[config.mk]
export PLATFORM = sky130hd
export DESIGN_NAME = decimal_digit_sprite_emitter
export DESIGN_NICKNAME = d
export VERILOG_FILES = /design/src/rtl/ddse_pkg.sv /design/src/rtl/decimal_digit_sprite_emitter.sv /design/src/rtl/ddse_bcd_conv.sv
export SDC_FILE = /design/constraint.sdc
export NUM_CORES = 1
export LEC_CHECK = 0
export ABC_AREA = 1
export BUFFER_PORTS_ARGS = -buffer_cell sky130_fd_sc_hd__buf_2
export CAP_MARGIN = 15
export CORE_ASPECT_RATIO = 0.5
export CORE_MARGIN = 2
export CORE_UTILIZATION = 57
export CTS_CLUSTER_DIAMETER = 80
export DETAILED_ROUTE_END_ITERATION = 10
export PLACE_DENSITY = 0.77
export SLEW_MARGIN = 5
export SYNTH_ARGS = -nofsm -noshare
export SYNTH_HDL_FRONTEND = slang
export SYNTH_SLANG_ARGS = --single-unit
[constraint.sdc]
create_clock -name i_clk -period 9.83 [get_ports i_clk]
set_clock_uncertainty 0.15 [all_clocks]
set_input_delay 1.966 -clock i_clk [delete_from_list [all_inputs] [get_ports i_clk]]
set_output_delay 1.966 -clock i_clk [all_outputs]
set_load 0.1 [all_outputs]
[src/rtl/ddse_pkg.sv]
// Shared types, constants and tables for the decimal digit sprite emitter.
package ddse_pkg;

    localparam int VALUE_W        = 27;
    localparam int COORD_W        = 16;
    localparam int WORD_W         = 16;
    localparam int U_W            = 7;
    localparam int LIMIT_W        = 34;
    localparam int DEF_MAX_DIGITS = 8;
    localparam int CFG_IDX_W      = 2;

    localparam logic [1:0] KIND_DIGIT   = 2'd0;
    localparam logic [1:0] KIND_OUTLINE = 2'd1;
    localparam logic [1:0] KIND_TPAGE   = 2'd2;

    localparam logic [CFG_IDX_W-1:0] CFG_PAL_NORMAL = 2'd0;
    localparam logic [CFG_IDX_W-1:0] CFG_PAL_ONE    = 2'd1;
    localparam logic [CFG_IDX_W-1:0] CFG_PAL_TWO    = 2'd2;
    localparam logic [CFG_IDX_W-1:0] CFG_TPAGE      = 2'd3;

    localparam logic [WORD_W-1:0] RST_PAL_NORMAL = 16'd31491;
    localparam logic [WORD_W-1:0] RST_PAL_ONE    = 16'd31432;
    localparam logic [WORD_W-1:0] RST_PAL_TWO    = 16'd31433;
    localparam logic [WORD_W-1:0] RST_TPAGE      = 16'd7;

    localparam logic [6:0] STYLE_ONE = 7'd1;
    localparam logic [6:0] STYLE_TWO = 7'd2;

    typedef struct packed {
        logic [VALUE_W-1:0]        number_value;
        logic [3:0]                digit_width;
        logic signed [COORD_W-1:0] start_x;
        logic signed [COORD_W-1:0] start_y;
        logic [6:0]                style_select;
        logic                      outline_enable;
    } t_in_item;

    typedef struct packed {
        logic [1:0]                record_kind;
        logic signed [COORD_W-1:0] sprite_x;
        logic signed [COORD_W-1:0] sprite_y;
        logic [U_W-1:0]            glyph_u;
        logic [WORD_W-1:0]         palette_word;
        logic signed [COORD_W-1:0] end_x;
        logic                      last_record;
    } t_out_item;

    // 10^n for the clamped field width
    function automatic logic [LIMIT_W-1:0] pow10(input logic [3:0] n);
        logic [LIMIT_W-1:0] r;
        case (n)
            4'd0:    r = 34'd1;
            4'd1:    r = 34'd10;
            4'd2:    r = 34'd100;
            4'd3:    r = 34'd1000;
            4'd4:    r = 34'd10000;
            4'd5:    r = 34'd100000;
            4'd6:    r = 34'd1000000;
            4'd7:    r = 34'd10000000;
            4'd8:    r = 34'd100000000;
            4'd9:    r = 34'd1000000000;
            default: r = '1;
        endcase
        return r;
    endfunction

endpackage

[src/rtl/decimal_digit_sprite_emitter.sv]
// Decimal digit sprite emitter top level: item sequencer and record output.
// Takes a new item only while idle. Its value is converted to BCD one bit per cycle, then
// the digit and outline records go out one per cycle, save where the output stalls or a
// leading zero is skipped, and a closing texture page record ends the item.
// Synchronous active-low reset restores the palette registers and idles the block.
module decimal_digit_sprite_emitter #(
    parameter int MAX_DIGITS = ddse_pkg::DEF_MAX_DIGITS
) (
    input  logic                            i_clk,
    input  logic                            i_rst_n,
    input  logic                            i_in_valid,
    output logic                            o_in_stall,
    input  ddse_pkg::t_in_item              i_in_data,
    output logic                            o_out_valid,
    input  logic                            i_out_stall,
    output ddse_pkg::t_out_item             o_out_data,
    input  logic                            i_cfg_we,
    input  logic [ddse_pkg::CFG_IDX_W-1:0]  i_cfg_index,
    input  logic [ddse_pkg::WORD_W-1:0]     i_cfg_data
);
    import ddse_pkg::*;

    localparam int K_W = (MAX_DIGITS > 1) ? $clog2(MAX_DIGITS) : 1;

    typedef enum logic [1:0] {S_IDLE, S_CONV, S_EMIT, S_TPAGE} t_state;

    t_state              r_state;
    logic [WORD_W-1:0]   r_pal_normal;
    logic [WORD_W-1:0]   r_pal_one;
    logic [WORD_W-1:0]   r_pal_two;
    logic [WORD_W-1:0]   r_tpage;

    logic [3:0]          r_width;
    logic [COORD_W-1:0]  r_sx;
    logic [COORD_W-1:0]  r_sy;
    logic [COORD_W-1:0]  r_ex;
    logic [WORD_W-1:0]   r_pal;
    logic                r_outline;
    logic [K_W-1:0]      r_k;
    logic                r_lead;
    logic [2:0]          r_sub;
    logic                r_out_valid;
    t_out_item           r_out;

    logic                in_accept;
    logic                can_load;
    logic                load_out;
    logic [3:0]          n_width;
    logic [LIMIT_W-1:0]  n_limit;
    logic [VALUE_W-1:0]  n_value;
    logic                conv_done;
    logic [4*MAX_DIGITS-1:0] conv_bcd;
    logic [3:0]          cur_digit;
    logic [3:0]          cur_pos;
    logic [COORD_W-1:0]  cur_x;
    logic                skip;
    logic                digit_end;

    assign in_accept = i_in_valid && !o_in_stall;
    assign can_load  = !r_out_valid || !i_out_stall;

    always_comb begin
        if (i_in_data.digit_width == 4'd0) begin
            n_width = 4'd1;
        end else if (i_in_data.digit_width > 4'(MAX_DIGITS)) begin
            n_width = 4'(MAX_DIGITS);
        end else begin
            n_width = i_in_data.digit_width;
        end
        n_limit = pow10(n_width);
        if (LIMIT_W'(i_in_data.number_value) >= n_limit) begin
            n_value = VALUE_W'(n_limit - 1'b1);
        end else begin
            n_value = i_in_data.number_value;
        end
    end

    ddse_bcd_conv #(
        .MAX_DIGITS (MAX_DIGITS)
    ) u_conv (
        .i_clk   (i_clk),
        .i_rst_n (i_rst_n),
        .i_start (in_accept),
        .i_value (n_value),
        .o_done  (conv_done),
        .o_bcd   (conv_bcd)
    );

    assign cur_digit = conv_bcd[4*r_k +: 4];
    assign cur_pos   = r_width - 4'd1 - 4'(r_k);
    assign cur_x     = r_sx + {9'd0, cur_pos, 3'd0};
    assign skip      = r_lead && (cur_digit == 4'd0) && (r_k != '0);
    assign digit_end = (r_sub == 3'd4) || ((r_sub == 3'd0) && !r_outline);
    assign load_out  = can_load && (((r_state == S_EMIT) && !skip) || (r_state == S_TPAGE));

    always_ff @(posedge i_clk) begin
        if (!i_rst_n) begin
            r_state      <= S_IDLE;
            r_out_valid  <= 1'b0;
            r_pal_normal <= RST_PAL_NORMAL;
            r_pal_one    <= RST_PAL_ONE;
            r_pal_two    <= RST_PAL_TWO;
            r_tpage      <= RST_TPAGE;
        end else begin
            if (i_cfg_we) begin
                case (i_cfg_index)
                    CFG_PAL_NORMAL: r_pal_normal <= i_cfg_data;
                    CFG_PAL_ONE:    r_pal_one    <= i_cfg_data;
                    CFG_PAL_TWO:    r_pal_two    <= i_cfg_data;
                    CFG_TPAGE:      r_tpage      <= i_cfg_data;
                    default: ;
                endcase
            end

            if (load_out) begin
                r_out_valid <= 1'b1;
            end else if (r_out_valid && !i_out_stall) begin
                r_out_valid <= 1'b0;
            end

            case (r_state)
                S_IDLE: begin
                    if (in_accept) begin
                        r_state   <= S_CONV;
                        r_width   <= n_width;
                        r_sx      <= i_in_data.start_x;
                        r_sy      <= i_in_data.start_y;
                        r_ex      <= i_in_data.start_x + {9'd0, n_width, 3'd0};
                        r_outline <= i_in_data.outline_enable;
                        if (i_in_data.style_select == STYLE_ONE) begin
                            r_pal <= r_pal_one;
                        end else if (i_in_data.style_select == STYLE_TWO) begin
                            r_pal <= r_pal_two;
                        end else begin
                            r_pal <= r_pal_normal;
                        end
                    end
                end
                S_CONV: begin
                    if (conv_done) begin
                        r_state <= S_EMIT;
                        r_k     <= K_W'(r_width - 4'd1);
                        r_lead  <= 1'b1;
                        r_sub   <= 3'd0;
                    end
                end
                S_EMIT: begin
                    if (skip) begin
                        r_k <= r_k - 1'b1;
                    end else if (can_load) begin
                        r_lead               <= 1'b0;
                        r_out.record_kind    <= (r_sub == 3'd0) ? KIND_DIGIT : KIND_OUTLINE;
                        r_out.sprite_x       <= (r_sub == 3'd1) ? cur_x + 16'd1 :
                                                (r_sub == 3'd2) ? cur_x - 16'd1 : cur_x;
                        r_out.sprite_y       <= (r_sub == 3'd3) ? r_sy + 16'd1 :
                                                (r_sub == 3'd4) ? r_sy - 16'd1 : r_sy;
                        r_out.glyph_u        <= {cur_digit, 3'd0};
                        r_out.palette_word   <= r_pal;
                        r_out.end_x          <= r_ex;
                        r_out.last_record    <= 1'b0;
                        if (digit_end) begin
                            r_sub <= 3'd0;
                            if (r_k == '0) begin
                                r_state <= S_TPAGE;
                            end else begin
                                r_k <= r_k - 1'b1;
                            end
                        end else begin
                            r_sub <= r_sub + 3'd1;
                        end
                    end
                end
                S_TPAGE: begin
                    if (can_load) begin
                        r_out.record_kind  <= KIND_TPAGE;
                        r_out.sprite_x     <= '0;
                        r_out.sprite_y     <= '0;
                        r_out.glyph_u      <= '0;
                        r_out.palette_word <= r_tpage;
                        r_out.end_x        <= r_ex;
                        r_out.last_record  <= 1'b1;
                        r_state            <= S_IDLE;
                    end
                end
                default: r_state <= S_IDLE;
            endcase
        end
    end

    assign o_in_stall  = (r_state != S_IDLE);
    assign o_out_valid = r_out_valid;
    assign o_out_data  = r_out;

endmodule

[src/rtl/ddse_bcd_conv.sv]
// Iterative shift-and-add-3 binary to BCD converter, one bit per cycle.
module ddse_bcd_conv #(
    parameter int MAX_DIGITS = ddse_pkg::DEF_MAX_DIGITS
) (
    input  logic                          i_clk,
    input  logic                          i_rst_n,
    input  logic                          i_start,
    input  logic [ddse_pkg::VALUE_W-1:0]  i_value,
    output logic                          o_done,
    output logic [4*MAX_DIGITS-1:0]       o_bcd
);
    import ddse_pkg::*;

    localparam int BCD_W = 4 * MAX_DIGITS;
    localparam int CNT_W = $clog2(VALUE_W);

    logic               r_busy;
    logic               r_done;
    logic [CNT_W-1:0]   r_cnt;
    logic [VALUE_W-1:0] r_bin;
    logic [BCD_W-1:0]   r_bcd;
    logic [BCD_W-1:0]   n_adj;

    always_comb begin
        for (int d = 0; d < MAX_DIGITS; d++) begin
            if (r_bcd[4*d +: 4] >= 4'd5) begin
                n_adj[4*d +: 4] = r_bcd[4*d +: 4] + 4'd3;
            end else begin
                n_adj[4*d +: 4] = r_bcd[4*d +: 4];
            end
        end
    end

    always_ff @(posedge i_clk) begin
        if (!i_rst_n) begin
            r_busy <= 1'b0;
            r_done <= 1'b0;
            r_cnt  <= '0;
        end else begin
            r_done <= r_busy && !i_start && (r_cnt == CNT_W'(VALUE_W - 1));
            if (i_start) begin
                r_busy <= 1'b1;
                r_cnt  <= '0;
            end else if (r_busy) begin
                r_cnt <= r_cnt + 1'b1;
                if (r_cnt == CNT_W'(VALUE_W - 1)) begin
                    r_busy <= 1'b0;
                end
            end
        end
    end

    always_ff @(posedge i_clk) begin
        if (i_start) begin
            r_bin <= i_value;
            r_bcd <= '0;
        end else if (r_busy) begin
            r_bin <= {r_bin[VALUE_W-2:0], 1'b0};
            if (BCD_W > 1) begin
                r_bcd <= {n_adj[BCD_W-2:0], r_bin[VALUE_W-1]};
            end
        end
    end

    assign o_done = r_done;
    assign o_bcd  = r_bcd;

endmodule

== After elaboration in Yosys (flattened, before gate mapping) ==
Memories as Yosys holds them, arrays and structs flattened.
Cells that the tools add are included.
Operators by class
  add/subtract/negate cells: 20
  $lt $le $gt $ge: 10
  eq/ne operators: 23
  shifts and indexed selects: 1
  multiplexer cells: 52
  bitwise operators: 1
  reduce and logical (&&, ||, !) cells: 40
Operators with widths (number)
  $mux 74: 3
  $pmux 74 s2: 1
  $mux 16: 6
  $mux 27: 3
  $mux 4: 9
  $ge 27x34->1: 1
  $add 16x1->16 const B: 2
  $add 16x7->16: 2
  $ge 4x3->1 const B: 8
  $shiftx 32x6->4: 1
  $sub 16x1->16 const B: 2
  $mux 3: 10
  $add 4x2->4 const B: 7
  $sub 27x1->27 const B: 1
  $mux 2: 7
  $pmux 3 s2: 2
  $reduce_and 5->1: 2
  $reduce_bool 2->1: 5
  $logic_and 1x1->1: 9
  $mux 1: 9
  $ne 3x3->1 const B: 3
  $eq 2x2->1 const B: 4
  $logic_not 4->1: 2
  $ne 2x2->1 const B: 4
  28 further kinds: 44
Word-level totals
  register bits after elaboration: 283
  memory bits (read-only): 544
  input bits: 94
  output and inout bits: 76
  word-level logic and storage cells: 175
  memories: 1
Memory list
  (name not given): depth 16, width 34, read ports 1, clocked after memory_dff 0, wr ports 0, line ddse_pkg.sv:51  | case (n)

== Longest topological paths before layout ==
Gate-level depths: netlist of the first run.
  depth after elaboration: 9
  mapped depth: 24
  depth with buffers taken out: 24

== Hierarchy ==
A second synthesis of the first run with hierarchy kept.
Second synthesis, totals
  cells, all modules: 1859
  area total of the unflattened synthesis: 14871.8 µm²
By module, submodules not included
  decimal_digit_sprite_emitter: times used 1, cells each 1428, area each 11604.9 µm², sequential area each 5635.4 µm²
  ddse_bcd_conv: times used 1, cells each 431, area each 3266.9 µm², sequential area each 1591.5 µm²

== Worst setup path after synthesis of the first run ==
No wires, ideal clock.
  path kind: in2reg
  start: in i_in_valid
  end: reg r_ex[10] (enable)
  library setup time: 0.491 ns
  arrival time: 5.220 ns
  required time: 9.189 ns
  setup slack: 3.969 ns
  stages: 4
  path buffers: 2
  path through: nand2_1 clkbuf_1 buf_1 nor2_1
On the way
  cells in the longest elaborated chain, start to end: 2
RTL lines
  from (decl): line decimal_digit_sprite_emitter.sv:11  | input logic i_in_valid,
  $logic_and 1x1->1: line decimal_digit_sprite_emitter.sv:59  | assign in_accept = i_in_valid && !o_in_stall;
  $reduce_and 3->1 (no line)
  to (signal assigned): line decimal_digit_sprite_emitter.sv:128  | r_ex <= i_in_data.start_x + {9'd0, n_width, 3'd0};
  to (decl): line decimal_digit_sprite_emitter.sv:36  | logic [COORD_W-1:0] r_ex;
Every way passes these cells.
A chain may end at the register's enable or synchronous reset.

== Worst setup path in the final report of the first run ==
  start: in i_in_data[42] (netlist bit)
  end: reg u_conv.r_bin[21], data pin
On the way
  cells in the longest elaborated chain, start to end: 7
  elaborated cells between the ends (all ways): 9
  those cells by class: add/sub (1); order compare (2); mux (4); reduce/logical (1); memory (1)
RTL lines
  from (decl): line decimal_digit_sprite_emitter.sv:13  | input ddse_pkg::t_in_item i_in_data,
  $gt 4x4->1: line decimal_digit_sprite_emitter.sv:65  | end else if (i_in_data.digit_width > 4'(MAX_DIGITS)) begin
  $mux 4: line decimal_digit_sprite_emitter.sv:65
  $mux 4 (*): line decimal_digit_sprite_emitter.sv:63  | if (i_in_data.digit_width == 4'd0) begin
  named net n_width[1]: line decimal_digit_sprite_emitter.sv:48  | logic [3:0] n_width;
  $mem_v2 16x34 (*)
  $sub 27x1->27 / $ge 27x34->1 (equally long branches): line decimal_digit_sprite_emitter.sv:72, decimal_digit_sprite_emitter.sv:71
  $mux 27 (*): line decimal_digit_sprite_emitter.sv:71  | if (LIMIT_W'(i_in_data.number_value) >= n_limit) begin
  $mux 27 (*): line ddse_bcd_conv.sv:54  | if (i_start) begin
  to (signal assigned): line ddse_bcd_conv.sv:55  | r_bin <= i_value;
  to (signal assigned): line ddse_bcd_conv.sv:58  | r_bin <= {r_bin[VALUE_W-2:0], 1'b0};
  to (decl): line ddse_bcd_conv.sv:20  | logic [VALUE_W-1:0] r_bin;
The timed path passes the listed nets; every way through them passes the cells marked *.

==> metrics.md, run 1 <==
| Metric | Value |
|---|---|
| Number of detailed-routing iterations run before antenna repair | `7` |
| Slew Viols, Final | `0` |
| Die width | `232.5 µm` |
| Total of hold buffers inserted after clock tree synthesis | `0` |
| FF/Latch Area | `7227 µm²` |
| Die span in y | `about 120 µm` |
| Relative slew slack | `0.2694` |
| Average detailed-routed wire length per instance | `15.47 µm` |
| Slew of the pin with the lowest slew margin | `1096 ps` |
| HPWL after detailed placement | `roughly 24000 µm` |
| Final Setup Violations | `0` |
| Instance count along the most critical hold path | `0` |
| Ranking of synthesized cells by area | `sky130_fd_sc_hd__edfxtp_1 34%, sky130_fd_sc_hd__dfxtp_1 14%, sky130_fd_sc_hd__nand2_1 9.5%` |
| Crit-path max cell delay | `~580 ps` |
| Share of cells above drive strength 1 | `0.1466` |
| I/O pin total | `170` |
| Yosys synthesis warning count | `0` |
| Endpoint of the worst-slack reg-to-reg timing path | `o_out_data[70]` |
| Final period demand of the worst path | `5904 ps` |
| Number of flops mapped to enable cells by yosys | `between 150 and 200` |
| Number of buffers added by the clock tree synthesis step | `26` |
| Largest fanout of any net on the critical path | `26` |
| Worst IR Drop VDD | `0.1254 mV` |
| Final ANT Viol Nets | `0` |
| Initial drt markers | `905` |
| Unrepaired setup endpoints after global routing | `no` |
| Global-route usage over all layers | `0.2570` |
| Period utilization | `0.6006` |
| Final #Nets | `2101` |
| Worst EP arrival | `~6100 ps` |
| Via count | `12540` |
| Power density over the cells | `235.1 nW/µm²` |
| Number of sinks driven by the clock tree | `276` |
| Count of cell types in the netlist | `54` |
| Primary FF master, synth | `sky130_fd_sc_hd__edfxtp_1` |
| Max Root-Sink Buffers | `3` |
| Detail-routed via count per cell | `5.480` |
| Category of the worst setup path capture point | `flip-flop` |
| Non-Filler Instances | `2288` |
| Port Buffers | `166` |
| Cell type with the largest total area after synthesis | `sky130_fd_sc_hd__edfxtp_1` |
| Standby leakage power | `about 7.6 nW` |
| Outcome | `finished clean` |
| Number of global-route vias before repair | `between 10000 and 15000` |
| MaxCap Viol Count | `0` |
| Cell count after placement | `2240` |
| Cell chosen for the clock root | `sky130_fd_sc_hd__clkbuf_16` |
| Part of the Yosys area used for sequential elements | `0.4858` |
| Layout overhead on the synthesized area | `13.19%` |
| Area of the die | `approximately 27000 µm²` |
| Global-route wire length before repair | `57930 µm` |
| Number of diodes added for antenna fixing | `0` |
| Worst-case reg-to-reg path depth | `22` |
| Setup slack, reg-to-reg | `6100 ps` |
| Total negative slack | `0 ps` |
| Core Footprint | `25440 µm²` |
| Launching element type of the critical path | `primary input` |
| Cell Chain, Critical Path | `buf_2, nand3b_1, a21oi_1, inv_1, ha_1, a21oi_2, inv_2, nand2_2, inv_2, o21ai_2, inv_1, ha_1, nand2_1, nor2_1, nand2_1, nor3b_1, nand2_1, nand4_4, nand2_1, nand3_1, nand2_1` |
| Critical setup path kind | `primary input to flip-flop` |
| Number of standard-cell rows in the floorplan | `41` |
| Netlist area before placement | `14880 µm²` |
| Area share of the largest cell type after synthesis | `0.3432` |
| Maximum number of pins on one net before global-route repair | `69` |
| Global route overflow | `0` |
| Startpoint of the tightest hold check path | `r_ex[9]` |
| Count of mapped cells out of synthesis | `between 1500 and 2000` |
| Gpl congestion | `0.9355` |
| Final Routed Wirelength | `around 35000 µm` |
| Clock latency on the worst-skew pair | `550 ps` |
| Count of buffers added by post-CTS timing repair for setup | `0` |
| Depth of the CTS H-tree | `1` |
| Effective utilization at floorplan | `0.5846` |
| Reg2reg start | `r_width[0]` |
| Async set or reset register ratio after synthesis | `0` |
| Area occupied by multi-input gates | `roughly 6500 µm²` |
| Max Fclk | `0.1694 GHz` |
| Drc violations | `0` |
| Number of fill cells in the layout | `about 2200` |
| CP max-delay cell | `sky130_fd_sc_hd__nand2_1` |
| Critical path required time | `9980 ps` |
| Worst hold path class | `flip-flop to flip-flop` |
| Post_cts resized | `0` |
| Clock-pin slew reported for the worst setup and hold paths after clock tree synthesis | `60 ps` |
| Antenna violations before repair | `0` |
| Most common cell type on the critical path | `sky130_fd_sc_hd__nand2_1` |
| Final-report hold violation count | `0` |
| Endpoint, Worst Hold | `o_out_data[10]` |
| Clock tree from TritonCTS | `done` |
| Number of flip-flops and latches in the synthesized netlist | `276` |
| Synthesized area per cell | `between 8 and 9 µm²` |
[worst max-delay path by stage]
stage,end,start
detailed placement,u_conv.r_bin[21],i_in_data[42]
CTS,u_conv.r_bin[21],i_in_data[42]
global route,u_conv.r_bin[21],i_in_data[42]
finish,u_conv.r_bin[21],i_in_data[42]
global placement,u_conv.r_bin[26],i_in_data[42]
floorplan,r_ex[10],i_in_valid
[critical path, delay by kind of cell]
| kind | cells | cell delay (ps) |
|---|---|---|
| and+or+nand+nor | 11 | 2210 |
| AOI/OAI and AO/OA | 3 | 720 |
| buffers and inverters | 5 | 610 |
| adders and majority gates | 2 | 540 |
[registers in the layout, indices dropped and copies added, names as in the netlist, 16 cells and up]
name	cells
o_out_data	70
r_pal_two	16
r_pal_one	16
r_sy	16
r_pal_normal	16
r_tpage	16
r_sx	16
r_pal	16
u_conv.r_bin	27
u_conv.o_bcd	32
[synthesized netlist by cell type, types with 18 or more instances]
cell type / count
sky130_fd_sc_hd__o21ai_0: 136
sky130_fd_sc_hd__dfxtp_1: 106
sky130_fd_sc_hd__nor2_1: 164
sky130_fd_sc_hd__a21oi_1: 101
sky130_fd_sc_hd__nand2_1: 377
sky130_fd_sc_hd__clkbuf_1: 39
sky130_fd_sc_hd__nand3_1: 126
sky130_fd_sc_hd__ha_1: 80
sky130_fd_sc_hd__nor3_1: 27
sky130_fd_sc_hd__o22ai_1: 18
sky130_fd_sc_hd__nand4_1: 38
sky130_fd_sc_hd__inv_1: 214
sky130_fd_sc_hd__edfxtp_1: 170
[cells in the final DEF (no fill, tap or decap), types with 17 or more instances in the layout]
master	instances
sky130_fd_sc_hd__a31oi_1	17
sky130_fd_sc_hd__nand3_1	126
sky130_fd_sc_hd__o21ai_0	136
sky130_fd_sc_hd__nand2_1	377
sky130_fd_sc_hd__edfxtp_1	170
sky130_fd_sc_hd__nor2_1	163
sky130_fd_sc_hd__dfxtp_1	106
sky130_fd_sc_hd__xor2_1	17
sky130_fd_sc_hd__nor3_1	27
sky130_fd_sc_hd__a21oi_1	101
sky130_fd_sc_hd__clkbuf_16	29
sky130_fd_sc_hd__ha_1	80
sky130_fd_sc_hd__buf_2	166
sky130_fd_sc_hd__inv_1	213
sky130_fd_sc_hd__o22ai_1	18
sky130_fd_sc_hd__nand4_1	38
[kinds of logic after synthesis]
group                    share of synthesized area
AND/OR/NAND/NOR                             0.2294
AO/OA/AOI/OAI                               0.1151
buffers and inverters                      0.07873
flip-flops                                  0.4858
adder cells (fa/ha/maj)                    0.07133
XOR/XNOR                                   0.01876
other                                    0.0002521
multiplexers                             0.0006729
[stage by stage]
step | area [µm²] | hold slack (ps) | power (W) | utilization | setup WS, ps
after floorplan | 14880 | 250.3 | 0.002645 | - | 3969
after CTS | 16840 | 258.0 | 0.003974 | 0.6617 | 3958
after global placement | 15950 | 251.6 | 0.002912 | 0.6268 | 3508
final | 16840 | 259.5 | 0.003958 | 0.6617 | 3926
after detailed placement | 15950 | 254.5 | 0.002939 | 0.6268 | 3395
after global routing | 16840 | 272.3 | 0.004178 | 0.6617 | 3573
[power by group]
group | total [W] | internal [W] | switching, W
registers | 0.00158 | 0.00149 | 0.0000832
clock network | 0.00104 | 0.000587 | 0.000448
logic | 0.00135 | 0.000318 | 0.00103
[metal layers]
metal  vias up  share of wire  global-route usage
met2       410           0.46              0.4182
met3        70          0.060             0.03764
met1      5821           0.46              0.3564
met5         -              0                   0
met4         0          0.027             0.07723
li1       6237              -                   -
[area by class of cell]
cell class,count,area share
Inverter,231,0.05172
Clock buffer,41,0.04949
Clock inverter,7,0.003270
Sequential cell,276,0.4292
Timing Repair Buffer,179,0.05514
Multi-Input combinational cell,1210,0.3856
Tap cell,344,0.02556
No activity file was read; power rests on OpenSTA's default activity.
==> inputs of run 2 (changes only) <==
Settings changed: CORE_UTILIZATION 57 to 54.
Clock period 9.83 ns to 5.4 ns, I/O delays scaled along.
==> run 2 against run 1 <==
Clock-buffer cell count decreased by 5. Die area increased by 5.4%. Largest cell class unchanged. Power increased by 82%. Critical endpoint is now u_conv.r_bin[22]. Register-to-register slack got worse by 4400 ps. Non-clock buffer count increased by 3. Global-route usage decreased by 0.90 points.
==> metrics.md, run 2 (synthesis gave the netlist of run 1 again) <==
| Metric | Value |
|---|---|
| Global route overflow | `0` |
| Worst hold path class | `flip-flop to flip-flop` |
| Category of the worst setup path capture point | `flip-flop` |
| Final #Nets | `roughly 2100` |
| Drc violations | `0` |
| Port Buffers | `166` |
| Layout overhead on the synthesized area | `13.57%` |
| MaxCap Viol Count | `0` |
| Global-route wire length before repair | `57640 µm` |
| Standby leakage power | `7.652 nW` |
| Final Routed Wirelength | `35670 µm` |
| Maximum number of pins on one net before global-route repair | `68` |
| Number of fill cells in the layout | `2265` |
| Final ANT Viol Nets | `0` |
| Clock latency on the worst-skew pair | `550 ps` |
| Clock-pin slew reported for the worst setup and hold paths after clock tree synthesis | `60 ps` |
| Worst setup startpoint | `i_in_data[42]` |
| Max Fclk | `between 0.2 and 0.25 GHz` |
| Final Setup Violations | `0` |
| Total negative slack | `0 ps` |
| Critical path required time | `between 5000 and 6000 ps` |
| Max Root-Sink Buffers | `3` |
| Global-route usage over all layers | `0.2480` |
| Period utilization | `0.7904` |
| Slew Viols, Final | `0` |
| Number of global-route vias before repair | `roughly 11000` |
| I/O pin total | `between 150 and 200` |
| Commonest non-fill, non-tap cells in the layout | `377 x sky130_fd_sc_hd__nand2_1, 213 x sky130_fd_sc_hd__inv_1, 170 x sky130_fd_sc_hd__edfxtp_1` |
| Cell chosen for the clock root | `sky130_fd_sc_hd__clkbuf_16` |
| Area of the die | `between 20000 and 30000 µm²` |
| HPWL after detailed placement | `25670 µm` |
| Final-report hold violation count | `0` |
| Gpl congestion | `0.9424` |
| Worst EP arrival | `4410 ps` |
| Largest fanout of any net on the critical path | `26` |
| Number of standard-cell rows in the floorplan | `42` |
| Post_cts resized | `0` |
| Share of cells above drive strength 1 | `0.1479` |
| Worst IR Drop VDD | `0.2726 mV` |
| Number of buffers added by the clock tree synthesis step | `26` |
| Launching element type of the critical path | `primary input` |
| Count of buffers added by post-CTS timing repair for setup | `0` |
| Critical setup path kind | `primary input to flip-flop` |
| Number of sinks driven by the clock tree | `276` |
| Antenna violations before repair | `2` |
| Effective utilization at floorplan | `0.5561` |
| Pre-CTS setup slack | `582.7 ps` |
| Via count | `approximately 12000` |
| Number of diodes added for antenna fixing | `0` |
| Slew of the pin with the lowest slew margin | `865.6 ps` |
| Clock tree from TritonCTS | `done` |
| Startpoint of the tightest hold check path | `r_ex[13]` |
| Final core utilization | `0.6316` |
| Power density over the cells | `426.9 nW/µm²` |
| Initial drt markers | `1183` |
| Worst Hold Slack | `between 200 and 300 ps` |
| Die span in y | `between 100 and 150 µm` |
| Average detailed-routed wire length per instance | `around 16 µm` |
| Number of detailed-routing iterations run before antenna repair | `5` |
| Depth of the CTS H-tree | `1` |
| Detail-routed via count per cell | `5.397` |
| Total of hold buffers inserted after clock tree synthesis | `0` |
| Unrepaired setup endpoints after global routing | `no` |
| Flip-flop count of the largest register, all copies and words added | `70` |
| Outcome | `finished clean` |
| Die width | `between 200 and 250 µm` |
| Setup slack after layout | `1132 ps` |
| Relative slew slack | `0.4223` |
| Reg2reg start | `r_width[0]` |
| Final period demand of the worst path | `4268 ps` |
| Core Footprint | `26750 µm²` |
| Most common library cell in the layout ignoring fill and taps | `sky130_fd_sc_hd__nand2_1` |
-- run 2: power breakdown --
group          switching [W]  internal (W)
Clock               0.000810       0.00106
Combinational        0.00188      0.000591
Sequential          0.000151       0.00271
-- run 2: stage by stage --
stage	cells	total power [W]	instance area, µm²
after floorplan	1781	0.004815	14880
after global placement	2251	0.005333	16010
after detailed placement	2251	0.005368	16010
after CTS	2299	0.007236	16890
after global routing	2299	0.007619	16890
final	2299	0.007212	16890
-- run 2: cell type report --
| type | instances | area (µm²) | share of cell area |
|---|---|---|---|
| Clock inverter | 12 | 71.32 | 0.004222 |
| Timing Repair Buffer | 182 | 975.9 | 0.05777 |
| Inverter | 231 | 869.6 | 0.05147 |
| Tap cell | 352 | 440.4 | 0.02607 |
| Sequential cell | 276 | 7227 | 0.4278 |
| Multi-Input combinational cell | 1210 | 6492 | 0.3843 |
| Clock buffer | 36 | 817.0 | 0.04836 |
-- run 2: routing by layer --
layer  routed length (µm)  global-route usage  up-vias
li1                     -                   -     6258
met1                17160              0.3633     5729
met2                15580              0.3868      382
met3                 2313             0.03799       38
met4                  614             0.05938        0
met5                    0                   0        -
-- run 2: path summary, 6_finish.rpt --
| check | slack (ps) | endpoint | cells past startpoint |
|---|---|---|---|
| max | 1130 | u_conv.r_bin[22] | 21 |
| min | 270 | o_out_data[14] | 0 |
| max reg2reg | 1660 | o_out_data[70] | 22 |
| min reg2reg | 270 | o_out_data[14] | 0 |
-- run 2: critical path, cell delays in order --
cell and delay [ps]:
sky130_fd_sc_hd__buf_2 160, sky130_fd_sc_hd__nand3b_1 170, sky130_fd_sc_hd__a21oi_1 130, sky130_fd_sc_hd__buf_4 160, sky130_fd_sc_hd__inv_1 100, sky130_fd_sc_hd__ha_1 220
sky130_fd_sc_hd__a21oi_2 200, sky130_fd_sc_hd__inv_2 110, sky130_fd_sc_hd__nand2_2 120, sky130_fd_sc_hd__inv_2 50, sky130_fd_sc_hd__o21ai_2 70, sky130_fd_sc_hd__inv_1 60
sky130_fd_sc_hd__ha_1 260, sky130_fd_sc_hd__nand2_1 80, sky130_fd_sc_hd__nor2_1 130, sky130_fd_sc_hd__and3_1 210, sky130_fd_sc_hd__nand4_4 360, sky130_fd_sc_hd__nand4_4 410
sky130_fd_sc_hd__nand2_1 150, sky130_fd_sc_hd__nand3_1 120, sky130_fd_sc_hd__nand2_1 50
==> inputs of run 3 (changes only) <==
Settings changed: CORE_UTILIZATION 54 to 57.
Clock period 5.4 ns to 4.3 ns, I/O delays scaled along.
==> run 3 against run 2 <==
Power up 26%. Clock-buffer cell count up 2. Register-to-register slack lost 1100 ps. Worst setup slack got worse by 580 ps.
==> metrics.md, run 3 (synthesis gave the netlist of run 1 again) <==
| Metric | Value |
|---|---|
| Outcome | `finished clean` |
| Max Root-Sink Buffers | `3` |
| Global route overflow | `0` |
| Number of buffers added by the clock tree synthesis step | `26` |
| Slew Viols, Final | `0` |
| Most congested layer reported by global routing | `met2` |
| Final #Nets | `2109` |
| Number of standard-cell rows in the floorplan | `between 40 and 50` |
| Detail-routed via count per cell | `5.443` |
| Die span in y | `118.2 µm` |
| Average detailed-routed wire length per instance | `15.17 µm` |
| Reg2reg start | `r_k[1]` |
| Gpl congestion | `0.9425` |
| Count of buffers added by post-CTS timing repair for setup | `0` |
| Critical path required time | `4440 ps` |
| Worst IR Drop VDD | `slightly below 0.3 mV` |
| Share of cells above drive strength 1 | `0.1491` |
| Pre-CTS setup slack | `97.68 ps` |
| Post_cts resized | `0` |
| Setup slack after layout | `554.2 ps` |
| Most common cell type on the critical path | `sky130_fd_sc_hd__nand2_1` |
| Standby leakage power | `7.667 nW` |
| Total negative slack | `0 ps` |
| Max Fclk | `0.2670 GHz` |
| Port Buffers | `166` |
| Worst setup startpoint | `r_k[1]` |
| Global-route wire length before repair | `around 57000 µm` |
| Final Setup Violations | `0` |
| Core Footprint | `about 25000 µm²` |
| Clock tree from TritonCTS | `done` |
| Met1 Track Usage GR | `0.3483` |
| Number of fill cells in the layout | `approximately 2200` |
| Final Routed Wirelength | `approximately 35000 µm` |
| CP max-delay cell | `sky130_fd_sc_hd__edfxtp_1` |
| Commonest non-fill, non-tap cells in the layout | `377 x sky130_fd_sc_hd__nand2_1, 213 x sky130_fd_sc_hd__inv_1, 170 x sky130_fd_sc_hd__edfxtp_1` |
| Worst Hold Slack | `259.2 ps` |
| Number of global-route vias before repair | `between 10000 and 15000` |
| Cell count after placement | `roughly 2200` |
| Number of detailed-routing iterations run before antenna repair | `5` |
| Non-Filler Instances | `approximately 2300` |
| Period utilization | `0.8711` |
| Relative slew slack | `0.3937` |
| Final ANT Viol Nets | `0` |
| I/O pin total | `170` |
| Layout overhead on the synthesized area | `13.63%` |
| Startpoint of the tightest hold check path | `r_ex[9]` |
| Worst hold path class | `flip-flop to flip-flop` |
| Clock-pin slew reported for the worst setup and hold paths after clock tree synthesis | `70 ps` |
| Launching element type of the critical path | `flip-flop` |
| Final period demand of the worst path | `about 3700 ps` |
| Depth of the CTS H-tree | `1` |
| Maximum number of pins on one net before global-route repair | `a little over 70` |
| Cell chosen for the clock root | `sky130_fd_sc_hd__clkbuf_16` |
| Most common library cell in the layout ignoring fill and taps | `sky130_fd_sc_hd__nand2_1` |
| Met3 Resource Use GR | `0.03571` |
| HPWL after detailed placement | `24280 µm` |
| Final core utilization | `0.6643` |
| Final-report hold violation count | `0` |
| Power density over the cells | `536.7 nW/µm²` |
| Largest fanout of any net on the critical path | `12` |
| Flip-flop count of the largest register, all copies and words added | `70` |
| Crit-path max cell delay | `630 ps` |
| Unrepaired setup endpoints after global routing | `no` |
| Number of diodes added for antenna fixing | `0` |
| Category of the worst setup path capture point | `flip-flop` |
| Number of sinks driven by the clock tree | `276` |
| Die width | `232.5 µm` |
| Slew of the pin with the lowest slew margin | `between 900 and 1000 ps` |
| Met2 capacity usage during global routing | `0.4170` |
| Cell Chain, Critical Path | `inv_2, ha_1, nand2_1, o21ai_0, xor2_1, ha_1, nand2_1, nand2_1, inv_1, nand2_2, nand2_1, nand2_1, nand2_1, nand2_1, nor2_1, nand3_1, nand2_1, nand3_1, nand2_1, nor2_1` |
| Drc violations | `0` |
| Initial drt markers | `slightly above 900` |
| Critical setup path kind | `flip-flop to flip-flop` |
| MaxCap Viol Count | `0` |
| Global-route usage over all layers | `0.2534` |
| Worst EP arrival | `between 3000 and 4000 ps` |
| Total of hold buffers inserted after clock tree synthesis | `0` |
| Effective utilization at floorplan | `0.5846` |
| Via count | `12500` |
| Clock latency on the worst-skew pair | `around 540 ps` |
| Area of the die | `27480 µm²` |
| Antenna violations before repair | `0` |
## run 3: area by class of cell
class                      count  area [µm²]  area share
sequential                   276        7227      0.4276
clock buffer                  38       769.5     0.04553
multi-input combinational   1210        6492      0.3841
timing repair buffer         187        1001     0.05922
inverter                     231       869.6     0.05145
tap                          344       430.4     0.02546
clock inverter                10       112.6    0.006662
## run 3: metrics by stage
step / power, W / cell area (µm²)
finish: 0.009071 / 16900
global route: 0.009567 / 16900
CTS: 0.009118 / 16900
detailed placement: 0.006740 / 16020
global placement: 0.006677 / 16020
floorplan: 0.006043 / 14890
## run 3: worst max-delay path, delay by kind of cell, from the launching register on
kind / cells / cell delay (ps)
compound gates: 1 / 210
xor+xnor: 1 / 290
fa+ha+maj: 2 / 710
buf+inv: 2 / 310
flops: 1 / 630
simple gates: 14 / 1190
## run 3: final timing paths
path	endpoint	slack, ps	cells after the start
max	o_out_data[70]	550	20
min	o_out_data[10]	260	0
max reg2reg	o_out_data[70]	550	20
min reg2reg	o_out_data[10]	260	0
## run 3: layer usage
metal	wire length, µm	up-vias
met2	15890	403
li1	-	6256
met4	929	0
met1	15670	5772
met5	0	-
met3	2340	65
## run 3: power by group
group	internal, W	total, W	switching [W]
sequential	0.00341	0.00359	0.000182
clock	0.00137	0.00237	0.00100
combinational	0.000742	0.00311	0.00236
